## src/design/dmd_pkg.sv

```systemverilog
package dmd_pkg;

  typedef enum logic [1:0] {
    ST_WAIT = 2'd0,
    ST_TYPE = 2'd1,
    ST_PROP = 2'd2
  } parse_state_t;

  typedef enum logic [2:0] {
    EV_TYPE_CHAR = 3'd0,
    EV_TYPE_DONE = 3'd1,
    EV_PROP_CHAR = 3'd2,
    EV_PROP_DONE = 3'd3,
    EV_COMPLETE  = 3'd4,
    EV_CANCEL    = 3'd5
  } event_t;

  localparam logic [1:0] REG_START_CHAR    = 2'd0;
  localparam logic [1:0] REG_END_CHAR      = 2'd1;
  localparam logic [1:0] REG_PROPERTY_CHAR = 2'd2;
  localparam logic [1:0] REG_TIMEOUT_TICKS = 2'd3;

  localparam logic OP_BYTE = 1'b0;
  localparam logic OP_TICK = 1'b1;

  localparam int IDLE_BITS = 17;
  localparam logic [IDLE_BITS-1:0] IDLE_MAX = {IDLE_BITS{1'b1}};

  typedef struct packed {
    logic [7:0]  start_char;
    logic [7:0]  end_char;
    logic [7:0]  property_char;
    logic [15:0] timeout_ticks;
  } cfg_t;

  typedef struct packed {
    event_t     ev;
    logic [7:0] char_value;
    logic [7:0] property_index;
    logic       last;
  } result_t;

  typedef struct packed {
    logic [1:0] cnt;
    result_t    res0;
    result_t    res1;
  } push_t;

  function automatic logic is_alnum(input logic [7:0] c);
    return (c >= 8'd48 && c <= 8'd57) || (c >= 8'd65 && c <= 8'd90) ||
           (c >= 8'd97 && c <= 8'd122);
  endfunction

endpackage

```

## src/design/dmd_parser.sv

```systemverilog
module dmd_parser import dmd_pkg::*; #(
  parameter int INDEX_BITS = 8
) (
  input  logic       clk,
  input  logic       rst_n,
  input  logic       adv,
  input  logic       opcode,
  input  logic [7:0] data_byte,
  input  cfg_t       cfg,
  output push_t      push
);

  localparam logic [INDEX_BITS-1:0] IDX_MAX = {INDEX_BITS{1'b1}};

  parse_state_t          state_r, state_nxt;
  logic [INDEX_BITS-1:0] prop_r, prop_nxt;
  logic [IDLE_BITS-1:0]  idle_r, idle_nxt;

  logic [IDLE_BITS-1:0]  idle_inc;
  logic                  timed_out;
  logic                  is_delim;
  logic                  alnum;
  logic [INDEX_BITS-1:0] prop_inc;
  logic [7:0]            shown_idx;

  assign idle_inc  = (idle_r == IDLE_MAX) ? idle_r : idle_r + 1'b1;
  assign timed_out = idle_inc > IDLE_BITS'(cfg.timeout_ticks);
  assign is_delim  = (data_byte == cfg.property_char) || (data_byte == cfg.end_char) ||
                     (data_byte == cfg.start_char);
  assign alnum     = is_alnum(data_byte);
  assign prop_inc  = (prop_r == IDX_MAX) ? prop_r : prop_r + 1'b1;
  assign shown_idx = (prop_r > INDEX_BITS'(255)) ? 8'd255 : 8'(prop_r);

  // next state
  always_comb begin
    state_nxt = state_r;
    prop_nxt  = prop_r;
    idle_nxt  = idle_r;
    if (adv) begin
      if (opcode == OP_TICK) begin
        if (state_r == ST_TYPE || state_r == ST_PROP) begin
          idle_nxt = idle_inc;
          if (timed_out) begin
            state_nxt = ST_WAIT;
            prop_nxt  = '0;
            idle_nxt  = '0;
          end
        end
      end else begin
        idle_nxt = '0;
        unique case (state_r)
          ST_TYPE: begin
            if (!alnum) begin
              prop_nxt = '0;
              if (data_byte == cfg.property_char) state_nxt = ST_PROP;
              else if (data_byte == cfg.end_char) state_nxt = ST_WAIT;
              else if (data_byte == cfg.start_char) state_nxt = ST_TYPE;
              else state_nxt = ST_WAIT;
            end
          end
          ST_PROP: begin
            if (is_delim) begin
              prop_nxt = prop_inc;
              if (data_byte == cfg.property_char) state_nxt = ST_PROP;
              else if (data_byte == cfg.end_char) state_nxt = ST_WAIT;
              else state_nxt = ST_TYPE;
            end
          end
          ST_WAIT: begin
            state_nxt = (data_byte == cfg.start_char) ? ST_TYPE : ST_WAIT;
          end
          default: begin
            state_nxt = ST_WAIT;
          end
        endcase
      end
    end
  end

  // result requests
  always_comb begin
    push      = '0;
    push.res0 = '0;
    push.res1 = '0;
    if (adv) begin
      if (opcode == OP_TICK) begin
        if ((state_r == ST_TYPE || state_r == ST_PROP) && timed_out) begin
          push.cnt       = 2'd1;
          push.res0.ev   = EV_CANCEL;
          push.res0.last = 1'b1;
        end
      end else begin
        unique case (state_r)
          ST_TYPE: begin
            if (alnum) begin
              push.cnt             = 2'd1;
              push.res0.ev         = EV_TYPE_CHAR;
              push.res0.char_value = data_byte;
              push.res0.last       = 1'b1;
            end else begin
              push.res0.ev = EV_TYPE_DONE;
              if (data_byte == cfg.property_char) begin
                push.cnt       = 2'd1;
                push.res0.last = 1'b1;
              end else begin
                push.cnt       = 2'd2;
                push.res1.ev   = (data_byte == cfg.end_char) ? EV_COMPLETE : EV_CANCEL;
                push.res1.last = 1'b1;
              end
            end
          end
          ST_PROP: begin
            if (is_delim) begin
              push.res0.ev             = EV_PROP_DONE;
              push.res0.property_index = shown_idx;
              if (data_byte == cfg.property_char) begin
                push.cnt       = 2'd1;
                push.res0.last = 1'b1;
              end else begin
                push.cnt       = 2'd2;
                push.res1.ev   = (data_byte == cfg.end_char) ? EV_COMPLETE : EV_CANCEL;
                push.res1.last = 1'b1;
              end
            end else begin
              push.cnt             = 2'd1;
              push.res0.ev         = EV_PROP_CHAR;
              push.res0.char_value = data_byte;
              push.res0.last       = 1'b1;
            end
          end
          default: begin
            push.cnt = 2'd0;
          end
        endcase
      end
    end
  end

  always_ff @(posedge clk) begin
    if (!rst_n) begin
      state_r <= ST_WAIT;
      prop_r  <= '0;
      idle_r  <= '0;
    end else begin
      state_r <= state_nxt;
      prop_r  <= prop_nxt;
      idle_r  <= idle_nxt;
    end
  end

  a_two_starts_with_done: assert property (@(posedge clk) disable iff (!rst_n)
    (push.cnt == 2'd2) |-> (push.res0.ev == EV_TYPE_DONE || push.res0.ev == EV_PROP_DONE))
    else $error("two results not led by a done event");

  a_timeout_clears: assert property (@(posedge clk) disable iff (!rst_n)
    (adv && opcode == OP_TICK && push.cnt != 2'd0) |=>
    (state_r == ST_WAIT && prop_r == '0 && idle_r == '0))
    else $error("timeout did not clear parse state");

  a_byte_clears_idle: assert property (@(posedge clk) disable iff (!rst_n)
    (adv && opcode == OP_BYTE) |=> (idle_r == '0))
    else $error("byte did not clear idle count");

endmodule

```

## src/design/dmd_out_fifo.sv

```systemverilog
module dmd_out_fifo import dmd_pkg::*; (
  input  logic    clk,
  input  logic    rst_n,
  input  push_t   push,
  input  logic    pop,
  output logic    room,
  output logic    not_empty,
  output result_t head
);

  localparam int DEPTH = 4;

  result_t    mem_r [DEPTH];
  logic [1:0] wr_ptr_r, wr_ptr_nxt;
  logic [1:0] rd_ptr_r, rd_ptr_nxt;
  logic [2:0] count_r, count_nxt;
  logic [1:0] wr_ptr_p1;

  assign wr_ptr_p1 = wr_ptr_r + 2'd1;
  assign room      = count_r <= 3'(DEPTH - 2);
  assign not_empty = count_r != 3'd0;
  assign head      = mem_r[rd_ptr_r];

  always_comb begin
    wr_ptr_nxt = wr_ptr_r + push.cnt;
    rd_ptr_nxt = rd_ptr_r + 2'(pop);
    count_nxt  = count_r + 3'(push.cnt) - 3'(pop);
  end

  always_ff @(posedge clk) begin
    if (push.cnt != 2'd0) mem_r[wr_ptr_r] <= push.res0;
    if (push.cnt == 2'd2) mem_r[wr_ptr_p1] <= push.res1;
  end

  always_ff @(posedge clk) begin
    if (!rst_n) begin
      wr_ptr_r <= '0;
      rd_ptr_r <= '0;
      count_r  <= '0;
    end else begin
      wr_ptr_r <= wr_ptr_nxt;
      rd_ptr_r <= rd_ptr_nxt;
      count_r  <= count_nxt;
    end
  end

  a_no_overflow: assert property (@(posedge clk) disable iff (!rst_n)
    count_r <= 3'(DEPTH))
    else $error("result queue overflow");

  a_push_has_room: assert property (@(posedge clk) disable iff (!rst_n)
    (push.cnt != 2'd0) |-> room)
    else $error("push without room");

  a_pop_not_empty: assert property (@(posedge clk) disable iff (!rst_n)
    pop |-> not_empty)
    else $error("pop from empty queue");

endmodule

```

## src/design/delimited_message_deframer.sv

```systemverilog
// Message deframer: each request on the in_ channel is a received byte or one idle tick,
// and the out_ channel gives the parse events it causes (zero, one or two, the final one
// flagged by out_last). A request waits in the input register until the four-entry result
// queue has room, then its events are written into that queue, from which they are taken.
// One request is taken per cycle while each gives at most one event and out_stall is low;
// the single output port drains one event per cycle unless stalled; two events leave in turn.
// Configuration is accepted at any time (cfg_ready stays high) and should be written only
// while the block is idle.
module delimited_message_deframer import dmd_pkg::*; #(
  parameter int INDEX_BITS = 8
) (
  input  logic        clk,
  input  logic        rst_n,
  input  logic        in_valid,
  output logic        in_stall,
  input  logic        in_opcode,
  input  logic [7:0]  in_data_byte,
  output logic        out_valid,
  input  logic        out_stall,
  output logic [2:0]  out_event_res,
  output logic [7:0]  out_char_value,
  output logic [7:0]  out_property_index,
  output logic        out_last,
  input  logic        cfg_valid,
  output logic        cfg_ready,
  input  logic [1:0]  cfg_index,
  input  logic [15:0] cfg_data
);

  cfg_t       cfg_r;
  logic       in_vld_r;
  logic       op_r;
  logic [7:0] byte_r;
  logic       adv;
  logic       room;
  logic       not_empty;
  logic       pop;
  push_t      push;
  result_t    head;

  assign cfg_ready = 1'b1;
  assign adv       = in_vld_r && room;
  assign in_stall  = in_vld_r && !room;
  assign pop       = not_empty && !out_stall;

  assign out_valid          = not_empty;
  assign out_event_res      = head.ev;
  assign out_char_value     = head.char_value;
  assign out_property_index = head.property_index;
  assign out_last           = head.last;

  always_ff @(posedge clk) begin
    if (!rst_n) begin
      cfg_r.start_char    <= 8'd60;
      cfg_r.end_char      <= 8'd62;
      cfg_r.property_char <= 8'd124;
      cfg_r.timeout_ticks <= 16'd1000;
    end else if (cfg_valid && cfg_ready) begin
      unique case (cfg_index)
        REG_START_CHAR:    cfg_r.start_char    <= cfg_data[7:0];
        REG_END_CHAR:      cfg_r.end_char      <= cfg_data[7:0];
        REG_PROPERTY_CHAR: cfg_r.property_char <= cfg_data[7:0];
        REG_TIMEOUT_TICKS: cfg_r.timeout_ticks <= cfg_data;
      endcase
    end
  end

  // input register
  always_ff @(posedge clk) begin
    if (!rst_n) begin
      in_vld_r <= 1'b0;
    end else if (!in_stall) begin
      in_vld_r <= in_valid;
    end
  end

  always_ff @(posedge clk) begin
    if (!in_stall && in_valid) begin
      op_r   <= in_opcode;
      byte_r <= in_data_byte;
    end
  end

  dmd_parser #(
    .INDEX_BITS(INDEX_BITS)
  ) u_parser (
    .clk       (clk),
    .rst_n     (rst_n),
    .adv       (adv),
    .opcode    (op_r),
    .data_byte (byte_r),
    .cfg       (cfg_r),
    .push      (push)
  );

  dmd_out_fifo u_out_fifo (
    .clk       (clk),
    .rst_n     (rst_n),
    .push      (push),
    .pop       (pop),
    .room      (room),
    .not_empty (not_empty),
    .head      (head)
  );

  a_stall_only_when_full: assert property (@(posedge clk) disable iff (!rst_n)
    in_stall |-> (in_vld_r && !room))
    else $error("input stalled with queue room");

  a_reg_held_on_stall: assert property (@(posedge clk) disable iff (!rst_n)
    in_stall |=> (in_vld_r && $stable(op_r) && $stable(byte_r)))
    else $error("input register changed while stalled");

  a_output_held_on_stall: assert property (@(posedge clk) disable iff (!rst_n)
    (out_valid && out_stall) |=> (out_valid && $stable(head)))
    else $error("queue head changed while stalled");

endmodule

```

## config.mk

```make
export PLATFORM = sky130hd
export DESIGN_NAME = delimited_message_deframer
export DESIGN_NICKNAME = d
export VERILOG_FILES = /design/src/design/dmd_pkg.sv /design/src/design/dmd_parser.sv /design/src/design/dmd_out_fifo.sv /design/src/design/delimited_message_deframer.sv
export SDC_FILE = /design/constraint.sdc
export NUM_CORES = 1
export LEC_CHECK = 0
export ABC_CLOCK_PERIOD_IN_PS = 6850
export BUFFER_PORTS_ARGS = -buffer_cell sky130_fd_sc_hd__buf_2
export CORE_MARGIN = 8
export CORE_UTILIZATION = 30
export DETAILED_ROUTE_END_ITERATION = 10
export PLACE_DENSITY = 0.5
export SYNTH_ARGS = -nofsm -noshare
export SYNTH_HDL_FRONTEND = slang
export SYNTH_SLANG_ARGS = --single-unit
export TNS_END_PERCENT = 1
```

## constraint.sdc

```tcl
create_clock -name clk -period 6.85 [get_ports clk]
set_clock_uncertainty 0.15 [all_clocks]
set_input_delay 0.685 -clock clk [delete_from_list [all_inputs] [get_ports clk]]
set_output_delay 0.685 -clock clk [all_outputs]
set_load 0.01 [all_outputs]
```

==> reports/metrics.yaml, run 1 <==
hold_path:
  worstHoldPathCells: 1
  hold_path_class: "primary input to flop"
  hold_start: "in_data_byte[5]"
  min_to: "byte_r[5]$_DFFE_PP_"
worst_setup_path:
  worstSetupStartpointType: "flop"
  reg2reg_to: "u_out_fifo.count_r[1]$_SDFF_PN0_"
  crit_start: "u_parser.idle_r[4]$_SDFFE_PN0P_"
  r2r_setup_slack_ns: 1.88
  critical_path_arrival_ns: 5.15
  required_ns: 7.02
  r2r-start: "u_parser.idle_r[4]$_SDFFE_PN0P_"
  worstPathMaxFanout: 7
  crit_type: "flop to flop"
  endpoint_kind: "flop"
  r2r_cells: 17
cts:
  cts_inserted_buffers: 17
  clkLatencyLatePin_ns: 0.42
  hold_buffers: 0
  cts_buffer_depth: 2
  post_cts_resized: 0
  clkSlewWorstSetupHoldPaths_ns: 0.07
  cts_tree: "done"
  cts_post_setup_buffers_inserted: 0
  cts_max_level: 4
  cts_root_buf: "clkbuf_16"
  clock_sinks: 164
timing:
  grt_setup_unrepaired: "no"
  fin_setup_tns_ns: 0
  clock.fmax_ghz: 0.201
  max_slew_margin: 0.179
  fin_ws_ns: 1.88
  worst_pin_slew_ns: 1.22
  min_period_over_period: 0.726
  fin_hold_ws_ns: 0.285
  final-hold-violation-count: 0
  setup_violations: 0
  min_period_ns: 4.97
  slew_violations: 0
floorplan:
  fp.dieArea_um2: 33300
  ios: 55
  rows: 61
  die_height_um: 182
  initial_core_util: 0.301
  core_area_um2: 27600
  die_w_um: 182
global_routing:
  grt_pass1_vias: 6676
  antenna_found_initial: 0
  grt_use_total: 0.142
  grt_remaining_overflow: 0
  grtUsageMet3: 0.0266
  grt-busiest-layer: "met2"
  grtUsageMet2: 0.230
  grt_pass1_wl_um: 37400
  gr-usage-met1: 0.187
  grt_max_degree: 46
detailed_routing:
  drt_iter0_drc: 560
  vias_per_cell: 5.07
  wl_per_cell_um: 17.3
  first_pass_iters: 5
  vias: 6840
  ant_nets: 0
  routed_wl_um: 23300
  drcViolationCount: 0
synthesis:
  synth_nets: 1006
  synthFlopType: "dfxtp_1"
  syn_area_um2: 8300
  postSynth.asyncResetShare: 0
  ys_ff_latch: 164
  ys_seq_area_frac: 0.421
  synth_cells: 946
  yosysUniqueCellTypes: 69
  synth_edf_count: 21
  syn_avg_cell_area_um2: 8.78
  yosys_warnings: 0
final_layout:
  final_core_util: 0.341
  final_cell_mix: "dfxtp_1, nand2_1, a21oi_1, o21ai_1, nand3_1"
  nets: 1018
  area_delta_synth_final_pct: 13.3
  diodes: 0
  layout-drive-gt1-share: 0.139
  final_common_cell: "dfxtp_1"
placed_design:
  io_buffers: 53
  place_congestion: 0.801
  dp_hpwl_um: 15500
  dp_worst_setup_slack_ns: 1.89
job:
  drv_cap: 0
power_and_ir_drop:
  vdd_drop_max_v: 0.000146
  total_power_mw: 2.25
  power_leakage_nw: 3.34
  powerDensity_nw_per_um2: 239
run_status:
  status: "complete, no violations"
[flip-flops by register name, summed over array words and instances (netlist names)]
register,flops
u_parser.prop_r,8
u_out_fifo.wr_ptr_r,2
op_r,1
in_vld_r,1
u_parser.state_r,2
u_out_fifo.mem_r,80
u_out_fifo.rd_ptr_r,2
u_out_fifo.count_r,3
byte_r,8
u_parser.idle_r,17
cfg_r,40
[worst max path at each step]
stage	endpoint	slack (ns)	depth (start not counted)
2_1_floorplan	u_out_fifo.count_r[1]$_SDFF_PN0_	2.60	17
3_3_place_gp	u_out_fifo.count_r[1]$_SDFF_PN0_	2.08	17
3_5_place_dp	u_out_fifo.count_r[1]$_SDFF_PN0_	1.89	17
4_1_cts	u_out_fifo.count_r[1]$_SDFF_PN0_	1.86	17
5_1_grt	u_out_fifo.count_r[2]$_SDFF_PN0_	1.43	18
6_report	u_out_fifo.count_r[1]$_SDFF_PN0_	1.88	17
[cells by family after synthesis]
group | Yosys count | synth area share
simple gates | 316 | 0.190
compound gates | 262 | 0.180
flops | 164 | 0.421
buf+inv | 100 | 0.0521
xor+xnor | 43 | 0.0454
mux | 32 | 0.0689
fa+ha+maj | 28 | 0.0431
other cells | 1 | 0.000452
[cell usage after synthesis (10+ instances only)]
cell	n	area [µm²]
a21oi_1	106	531
a22oi_1	10	75.1
mux2i_1	11	110
nor2_1	39	146
nand4_1	16	100
nand2_1	125	469
xnor2_1	33	289
o21ai_1	79	395
clkbuf_1	46	173
inv_1	31	116
dfxtp_1	143	2860
and3_1	11	68.8
nand3_1	65	325
xor2_1	10	87.6
mux4_2	20	450
a31oi_1	12	75.1
edfxtp_1	21	631
ha_1	27	338
o21ai_0	13	65.1
[area by class of cell]
| cell class | instances | area, µm² |
|---|---|---|
| inverters | 32 | 123 |
| multi-input cells | 682 | 4380 |
| flip-flops and latches | 164 | 3490 |
| fillers | 2857 | 18100 |
| repair buffers | 61 | 325 |
| clock buffers | 17 | 425 |
| well taps | 378 | 473 |
| clock inverters | 15 | 180 |
[power breakdown]
part	leakage, nW	internal, mW	total, mW	switching, mW
registers	1.34	0.999	1.04	0.0415
clock network	0.295	0.525	0.985	0.460
logic	1.70	0.103	0.226	0.123
[stage by stage]
stage	cells	instance area, µm²
finish	1349	9400
global route	1349	9400
CTS	1349	9400
detailed placement	1317	8800
global placement	1317	8800
floorplan	946	8300
[worst max-delay path: stages, from the launching register on]
cell	delay [ns]
dfxtp_1	0.38
nand4_2	0.21
nor4_4	0.09
a311oi_1	0.70
nand3_1	0.18
xnor2_1	0.30
ha_1	0.32
a21oi_1	0.14
a21oi_1	0.08
a211o_1	0.29
o21ai_1	0.34
a21oi_1	0.20
a21oi_1	0.43
ha_1	0.31
inv_1	0.05
ha_1	0.14
fa_1	0.39
and2_1	0.16
[metal layers]
metal  routed length, µm  part of all wire
met1               11000              0.47
met2               11000              0.47
met3                 870             0.037
met4                 387             0.017
met5                   0                 0
No activity file was read; power rests on OpenSTA's default activity.
==> run 2, diff against run 1 <==
ABC_CLOCK_PERIOD_IN_PS = 4900   (was 6850)
clock period = 4.9 ns   (was 6.85 ns; I/O delays follow)
==> reports/metrics.yaml, run 2 (synthesis gave the netlist of run 1 again) <==
run_status:
  status: "complete, no violations"  # unchanged
worst_setup_path:
  required_ns: 5.07  # was 7.02 ns
  crit_type: "flop to flop"  # unchanged
  reg2reg_to: "u_out_fifo.count_r[1]$_SDFF_PN0_"  # unchanged
  worstPathMaxFanout: 6  # was 7
  crit_start: "u_parser.idle_r[0]$_SDFFE_PN0P_"  # was u_parser.idle_r[4]$_SDFFE_PN0P_
  worstSetupStartpointType: "flop"  # unchanged
  r2r_setup_slack_ns: 0.36  # was 1.88 ns
  r2r-start: "u_parser.idle_r[0]$_SDFFE_PN0P_"  # was u_parser.idle_r[4]$_SDFFE_PN0P_
  crit_end: "u_out_fifo.count_r[1]$_SDFF_PN0_"  # unchanged
  r2r_cells: 18  # was 17
  critical_path_arrival_ns: 4.70  # was 5.15 ns
  endpoint_kind: "flop"  # unchanged
cts:
  clock_sinks: 164  # unchanged
  clkLatencyLatePin_ns: 0.43  # was 0.42 ns
  cts_max_level: 4  # unchanged
  cts_tree: "done"  # unchanged
  cts_inserted_buffers: 17  # unchanged
  hold_buffers: 0  # unchanged
  clkSlewWorstSetupHoldPaths_ns: 0.07  # about the same
  cts_buffer_depth: 2  # unchanged
  cts_root_buf: "clkbuf_16"  # unchanged
power_and_ir_drop:
  powerDensity_nw_per_um2: 334  # was 239 nW/µm²
  power_leakage_nw: 3.38  # was 3.34 nW
  vdd_drop_max_v: 0.000208  # was 0.000146 V
detailed_routing:
  ant_nets: 0  # unchanged
  dr_wl_met2_um: 11100  # was 11000 µm
  drt_iter0_drc: 570  # was 560
  drcViolationCount: 0  # unchanged
  route.top_layer_used: "met4"  # unchanged
  wl_per_cell_um: 17.2  # was 17.3 µm
  vias: 6836  # was 6840
  vias_per_cell: 5.04  # was 5.07
  met3_length_um: 739  # was 870 µm
  first_pass_iters: 5  # unchanged
  routed_wl_um: 23400  # was 23300 µm
  met1_length_um: 11200  # was 11000 µm
timing:
  final-hold-violation-count: 0  # unchanged
  setup_violations: 0  # unchanged
  min_period_ns: 4.54  # was 4.97 ns
  max_slew_margin: 0.227  # was 0.179
  grt_setup_unrepaired: "no"  # unchanged
  min_period_over_period: 0.926  # was 0.726
  worst_pin_slew_ns: 1.15  # was 1.22 ns
  slew_violations: 0  # unchanged
  clock.fmax_ghz: 0.220  # was 0.201 GHz
  fin_hold_ws_ns: 0.0800  # was 0.285 ns
  fin_setup_tns_ns: 0  # unchanged
global_routing:
  grt_max_degree: 33  # was 46
  grt_use_total: 0.145  # was 0.142
  antenna_found_initial: 0  # unchanged
  grt_pass1_vias: 6988  # was 6676
  grt_pass1_wl_um: 38500  # was 37400 µm
  grt_remaining_overflow: 0  # unchanged
floorplan:
  initial_core_util: 0.301  # unchanged
  die_w_um: 182  # unchanged
  core_area_um2: 27600  # unchanged
  fp.dieArea_um2: 33300  # unchanged
  die_height_um: 182  # unchanged
  ios: 55  # unchanged
  rows: 61  # unchanged
hold_path:
  hold_path_class: "primary input to flop"  # unchanged
final_layout:
  largest_reg_flops: 80  # unchanged
  regMostFlops: "u_out_fifo.mem_r"  # unchanged
  diodes: 0  # unchanged
  area_delta_synth_final_pct: 14.0  # was 13.3%
  final_cell_mix: "dfxtp_1, nand2_1, a21oi_1, o21ai_1, nand3_1"  # unchanged
  nets: 1025  # was 1018
  layout-drive-gt1-share: 0.146  # was 0.139
  final_common_cell: "dfxtp_1"  # unchanged
  largestRegisters: "u_out_fifo.mem_r (80), cfg_r (40), u_parser.idle_r (17)"  # unchanged
placed_design:
  io_buffers: 53  # unchanged
  place_congestion: 0.815  # was 0.801
  dp_hpwl_um: 15800  # was 15500 µm
job:
  drv_cap: 0  # unchanged
## run 2: changes by cell type in the layout (fill, tap and decap cells not counted)
cell and change:
a21oi_1 -1, a21oi_2 +1, buf_4 +7, clkinv_2 -1
clkinv_4 +1, inv_4 +1, inv_6 -1
## run 2: worst max-delay path: stages (launching register included)
cell	delay, ns
dfxtp_1	0.43
ha_1	0.27
nand3_1	0.14
a21oi_1	0.38
nand2_1	0.19
nor2_1	0.23
xnor2_1	0.16
ha_1	0.29
nand3_1	0.12
nor3_1	0.06
a211o_1	0.31
o21ai_1	0.27
a21oi_1	0.18
a21oi_2	0.20
ha_1	0.25
inv_1	0.05
ha_1	0.16
fa_1	0.41
and2_1	0.16
## run 2: layer usage
metal / track usage / vias up
met2: 0.238 / 128
met5: 0 / -
met4: 0.0430 / 0
li1: - / 3430
met3: 0.0257 / 22
met1: 0.191 / 3256
## run 2: where the power goes
| group | switching (mW) | internal, mW | leakage (nW) |
|---|---|---|---|
| combinational | 0.191 | 0.146 | 1.74 |
| clock | 0.650 | 0.734 | 0.295 |
| sequential | 0.0455 | 1.40 | 1.34 |
## run 2: worst min-delay path by stage
stage / end / startpoint / cells past startpoint / slack, ns
floorplan: cfg_r[10]$_SDFFE_PN0P_ / cfg_r[10]$_SDFFE_PN0P_ / 2 / 0.29
global placement: cfg_r[13]$_SDFFE_PN0P_ / cfg_r[13]$_SDFFE_PN0P_ / 2 / 0.29
detailed placement: cfg_r[14]$_SDFFE_PN0P_ / cfg_r[14]$_SDFFE_PN0P_ / 2 / 0.30
CTS: byte_r[7]$_DFFE_PP_ / in_data_byte[7] / 1 / 0.06
global route: byte_r[7]$_DFFE_PP_ / in_data_byte[7] / 1 / 0.06
finish: byte_r[7]$_DFFE_PP_ / in_data_byte[7] / 1 / 0.08
## run 2: area by class of cell
| cell class | instances | area (µm²) |
|---|---|---|
| Clock buffer | 17 | 425 |
| Clock inverter | 15 | 181 |
| Fill cell | 2847 | 18100 |
| Inverter | 32 | 123 |
| Multi-Input combinational cell | 682 | 4390 |
| Sequential cell | 164 | 3490 |
| Tap cell | 378 | 473 |
| Timing Repair Buffer | 68 | 378 |
## run 2: timing repair
action,CTS,global route
setup endpoints to repair,0,2
gates resized for setup,0,1
setup buffers,0,1
## run 2: stage by stage
step | setup slack [ns] | instance area (µm²) | std cells | total power [mW] | utilization
detailed placement | 0.329 | 8840 | 1323 | 1.82 | 0.321
finish | 0.365 | 9460 | 1356 | 3.16 | 0.343
floorplan | 0.654 | 8300 | 946 | 1.71 | -
global route | 0.0379 | 9460 | 1356 | 3.29 | 0.343
global placement | 0.486 | 8840 | 1323 | 1.81 | 0.321
CTS | 0.295 | 9450 | 1355 | 3.20 | 0.343
==> run 3, diff against run 2 <==
CORE_ASPECT_RATIO = 0.5   (was unset)
==> reports/metrics.yaml, run 3 (synthesis gave the netlist of run 1 again) <==
final_layout:
  nets: 1020  # was 1025
  area_delta_synth_final_pct: 13.3  # was 14.0%
  final_common_cell: "dfxtp_1"  # unchanged
  regMostFlops: "u_out_fifo.mem_r"  # unchanged
  largestRegisters: "u_out_fifo.mem_r (80), cfg_r (40), u_parser.idle_r (17)"  # unchanged
  final_cell_mix: "dfxtp_1, nand2_1, a21oi_1, o21ai_1, nand3_1"  # unchanged
  largest_reg_flops: 80  # unchanged
  diodes: 0  # unchanged
  final_core_util: 0.343  # about the same
  layout-drive-gt1-share: 0.139  # was 0.146
placed_design:
  place_congestion: 0.824  # was 0.815
  dp_hpwl_um: 15800  # about the same
  io_buffers: 53  # unchanged
worst_setup_path:
  cp_cell_sequence: "ha_1, nand3_1, a21oi_1, nand2_1, nor2_1, xnor2_1, ha_1, nand3_1, nor3_1, a211o_1, o21ai_1, a21oi_1, a21oi_1, ha_1, inv_1, ha_1, fa_1, and2_1"  # was ha_1, nand3_1, a21oi_1, nand2_1, nor2_1, xnor2_1, ha_1, nand3_1, nor3_1, a211o_1, o21ai_1, a21oi_1, a21oi_2, ha_1, inv_1, ha_1, fa_1, and2_1
  crit_path_max_incr_delay_ns: 0.43  # about the same
  crit_top_cell: "ha_1"  # unchanged
  worst_path_max_delay_cell: "dfxtp_1"  # unchanged
  worstPathMaxFanout: 6  # unchanged
  required_ns: 5.09  # was 5.07 ns
  worst-path-buf-inv: 1  # unchanged
  crit_type: "flop to flop"  # unchanged
  worstSetupStartpointType: "flop"  # unchanged
  endpoint_kind: "flop"  # unchanged
  cp_top_family: "adder cells"  # unchanged
  critical_path_arrival_ns: 4.73  # was 4.70 ns
floorplan:
  ios: 55  # unchanged
  fp.dieArea_um2: 33600  # was 33300 µm²
  rows: 43  # was 61
  die_w_um: 251  # was 182 µm
  core_area_um2: 27400  # was 27600 µm²
  initial_core_util: 0.303  # was 0.301
  die_height_um: 134  # was 182 µm
cts:
  clkLatencyLatePin_ns: 0.44  # was 0.43 ns
  cts_root_buf: "clkbuf_16"  # unchanged
  cts_tree: "done"  # unchanged
  hold_buffers: 0  # unchanged
  cts_inserted_buffers: 17  # unchanged
  clkSlewWorstSetupHoldPaths_ns: 0.07  # about the same
  clock_sinks: 164  # unchanged
  cts_buffer_depth: 2  # unchanged
  cts_max_level: 4  # unchanged
  post_cts_resized: 0  # unchanged
power_and_ir_drop:
  p_clk_frac: 0.443  # was 0.437
  powerDensity_nw_per_um2: 339  # was 334 nW/µm²
  switching_share: 0.261  # was 0.280
  combPwrFrac: 0.100  # was 0.107
  power.share.sequential: 0.457  # was 0.456
  power_leakage_nw: 3.36  # was 3.38 nW
  intPower_mw: 2.36  # was 2.28 mW
  power_switching_uw: 831  # was 887 µW
  vdd_drop_max_v: 0.000244  # was 0.000208 V
detailed_routing:
  routed_wl_um: 23400  # about the same
  dr_wl_met2_um: 11200  # was 11100 µm
  ant_nets: 0  # unchanged
  drcViolationCount: 0  # unchanged
  route.top_layer_used: "met4"  # unchanged
  met1_length_um: 11000  # was 11200 µm
  drt_iter0_drc: 463  # was 570
  vias_per_cell: 5.18  # was 5.04
  vias: 6908  # was 6836
  first_pass_iters: 5  # unchanged
  met3_length_um: 828  # was 739 µm
  wl_per_cell_um: 17.6  # was 17.2 µm
timing:
  slew_violations: 0  # unchanged
  worst_pin_slew_ns: 1.26  # was 1.15 ns
  max_slew_margin: 0.158  # was 0.227
  final-hold-violation-count: 0  # unchanged
  min_period_ns: 4.54  # about the same
  clock.fmax_ghz: 0.220  # about the same
  grt_setup_unrepaired: "no"  # unchanged
  setup_violations: 0  # unchanged
  min_period_over_period: 0.928  # was 0.926
  fin_setup_tns_ns: 0  # unchanged
global_routing:
  grt_use_total: 0.140  # was 0.145
  grt_pass1_vias: 6861  # was 6988
  grt_max_degree: 49  # was 33
  grt_pass1_wl_um: 37500  # was 38500 µm
  grt_remaining_overflow: 0  # unchanged
  antenna_found_initial: 0  # unchanged
hold_path:
  hold_path_class: "primary input to flop"  # unchanged
run_status:
  status: "complete, no violations"  # unchanged
job:
  drv_cap: 0  # unchanged
run 3: path summary, 6_finish.rpt:
kind	startpoint	to	slack [ns]	cells past startpoint
setup / recovery	u_parser.idle_r[0]$_SDFFE_PN0P_	u_out_fifo.count_r[1]$_SDFF_PN0_	0.36	18
hold / removal	in_data_byte[4]	byte_r[4]$_DFFE_PP_	0.07	1
setup reg to reg	u_parser.idle_r[0]$_SDFFE_PN0P_	u_out_fifo.count_r[1]$_SDFF_PN0_	0.36	18
hold reg to reg	cfg_r[14]$_SDFFE_PN0P_	cfg_r[14]$_SDFFE_PN0P_	0.31	2
run 3: what timing repair did:
item                                    in CTS  in global routing
buffers inserted                             0                  0
endpoints found under the setup margin       0                  2
endpoints found under the hold margin        0                  0
run 3: per-stage QoR:
stage / cell area (µm²) / total power, mW / cells / hold WS [ns] / worst slack, ns
finish: 9410 / 3.19 / 1333 / 0.0674 / 0.355
CTS: 9410 / 3.22 / 1333 / 0.0468 / 0.269
global route: 9410 / 3.30 / 1333 / 0.0506 / 0.0101
global placement: 8800 / 1.80 / 1301 / 0.297 / 0.469
detailed placement: 8800 / 1.81 / 1301 / 0.300 / 0.300
floorplan: 8300 / 1.71 / 946 / 0.286 / 0.654
run 3: power by group through the flow:
stage	Combinational (mW)	Sequential, mW	Clock, mW
final	0.317	1.46	1.41
after global routing	0.353	1.46	1.49
after CTS	0.326	1.46	1.44
after detailed placement	0.325	1.49	0
after global placement	0.318	1.48	0
after floorplan	0.263	1.44	0
run 3: final cells by class:
class / instances / area [µm²]
fillers: 2850 / 18000
multi-input cells: 682 / 4380
flip-flops and latches: 164 / 3490
well taps: 360 / 450
clock buffers: 19 / 433
repair buffers: 63 / 353
clock inverters: 13 / 171
inverters: 32 / 123
run 3: routing by layer:
metal,track usage,vias to the layer above
li1,-,3394
met1,0.178,3346
met2,0.234,144
met3,0.0268,24
met4,0.0499,0
met5,0,-
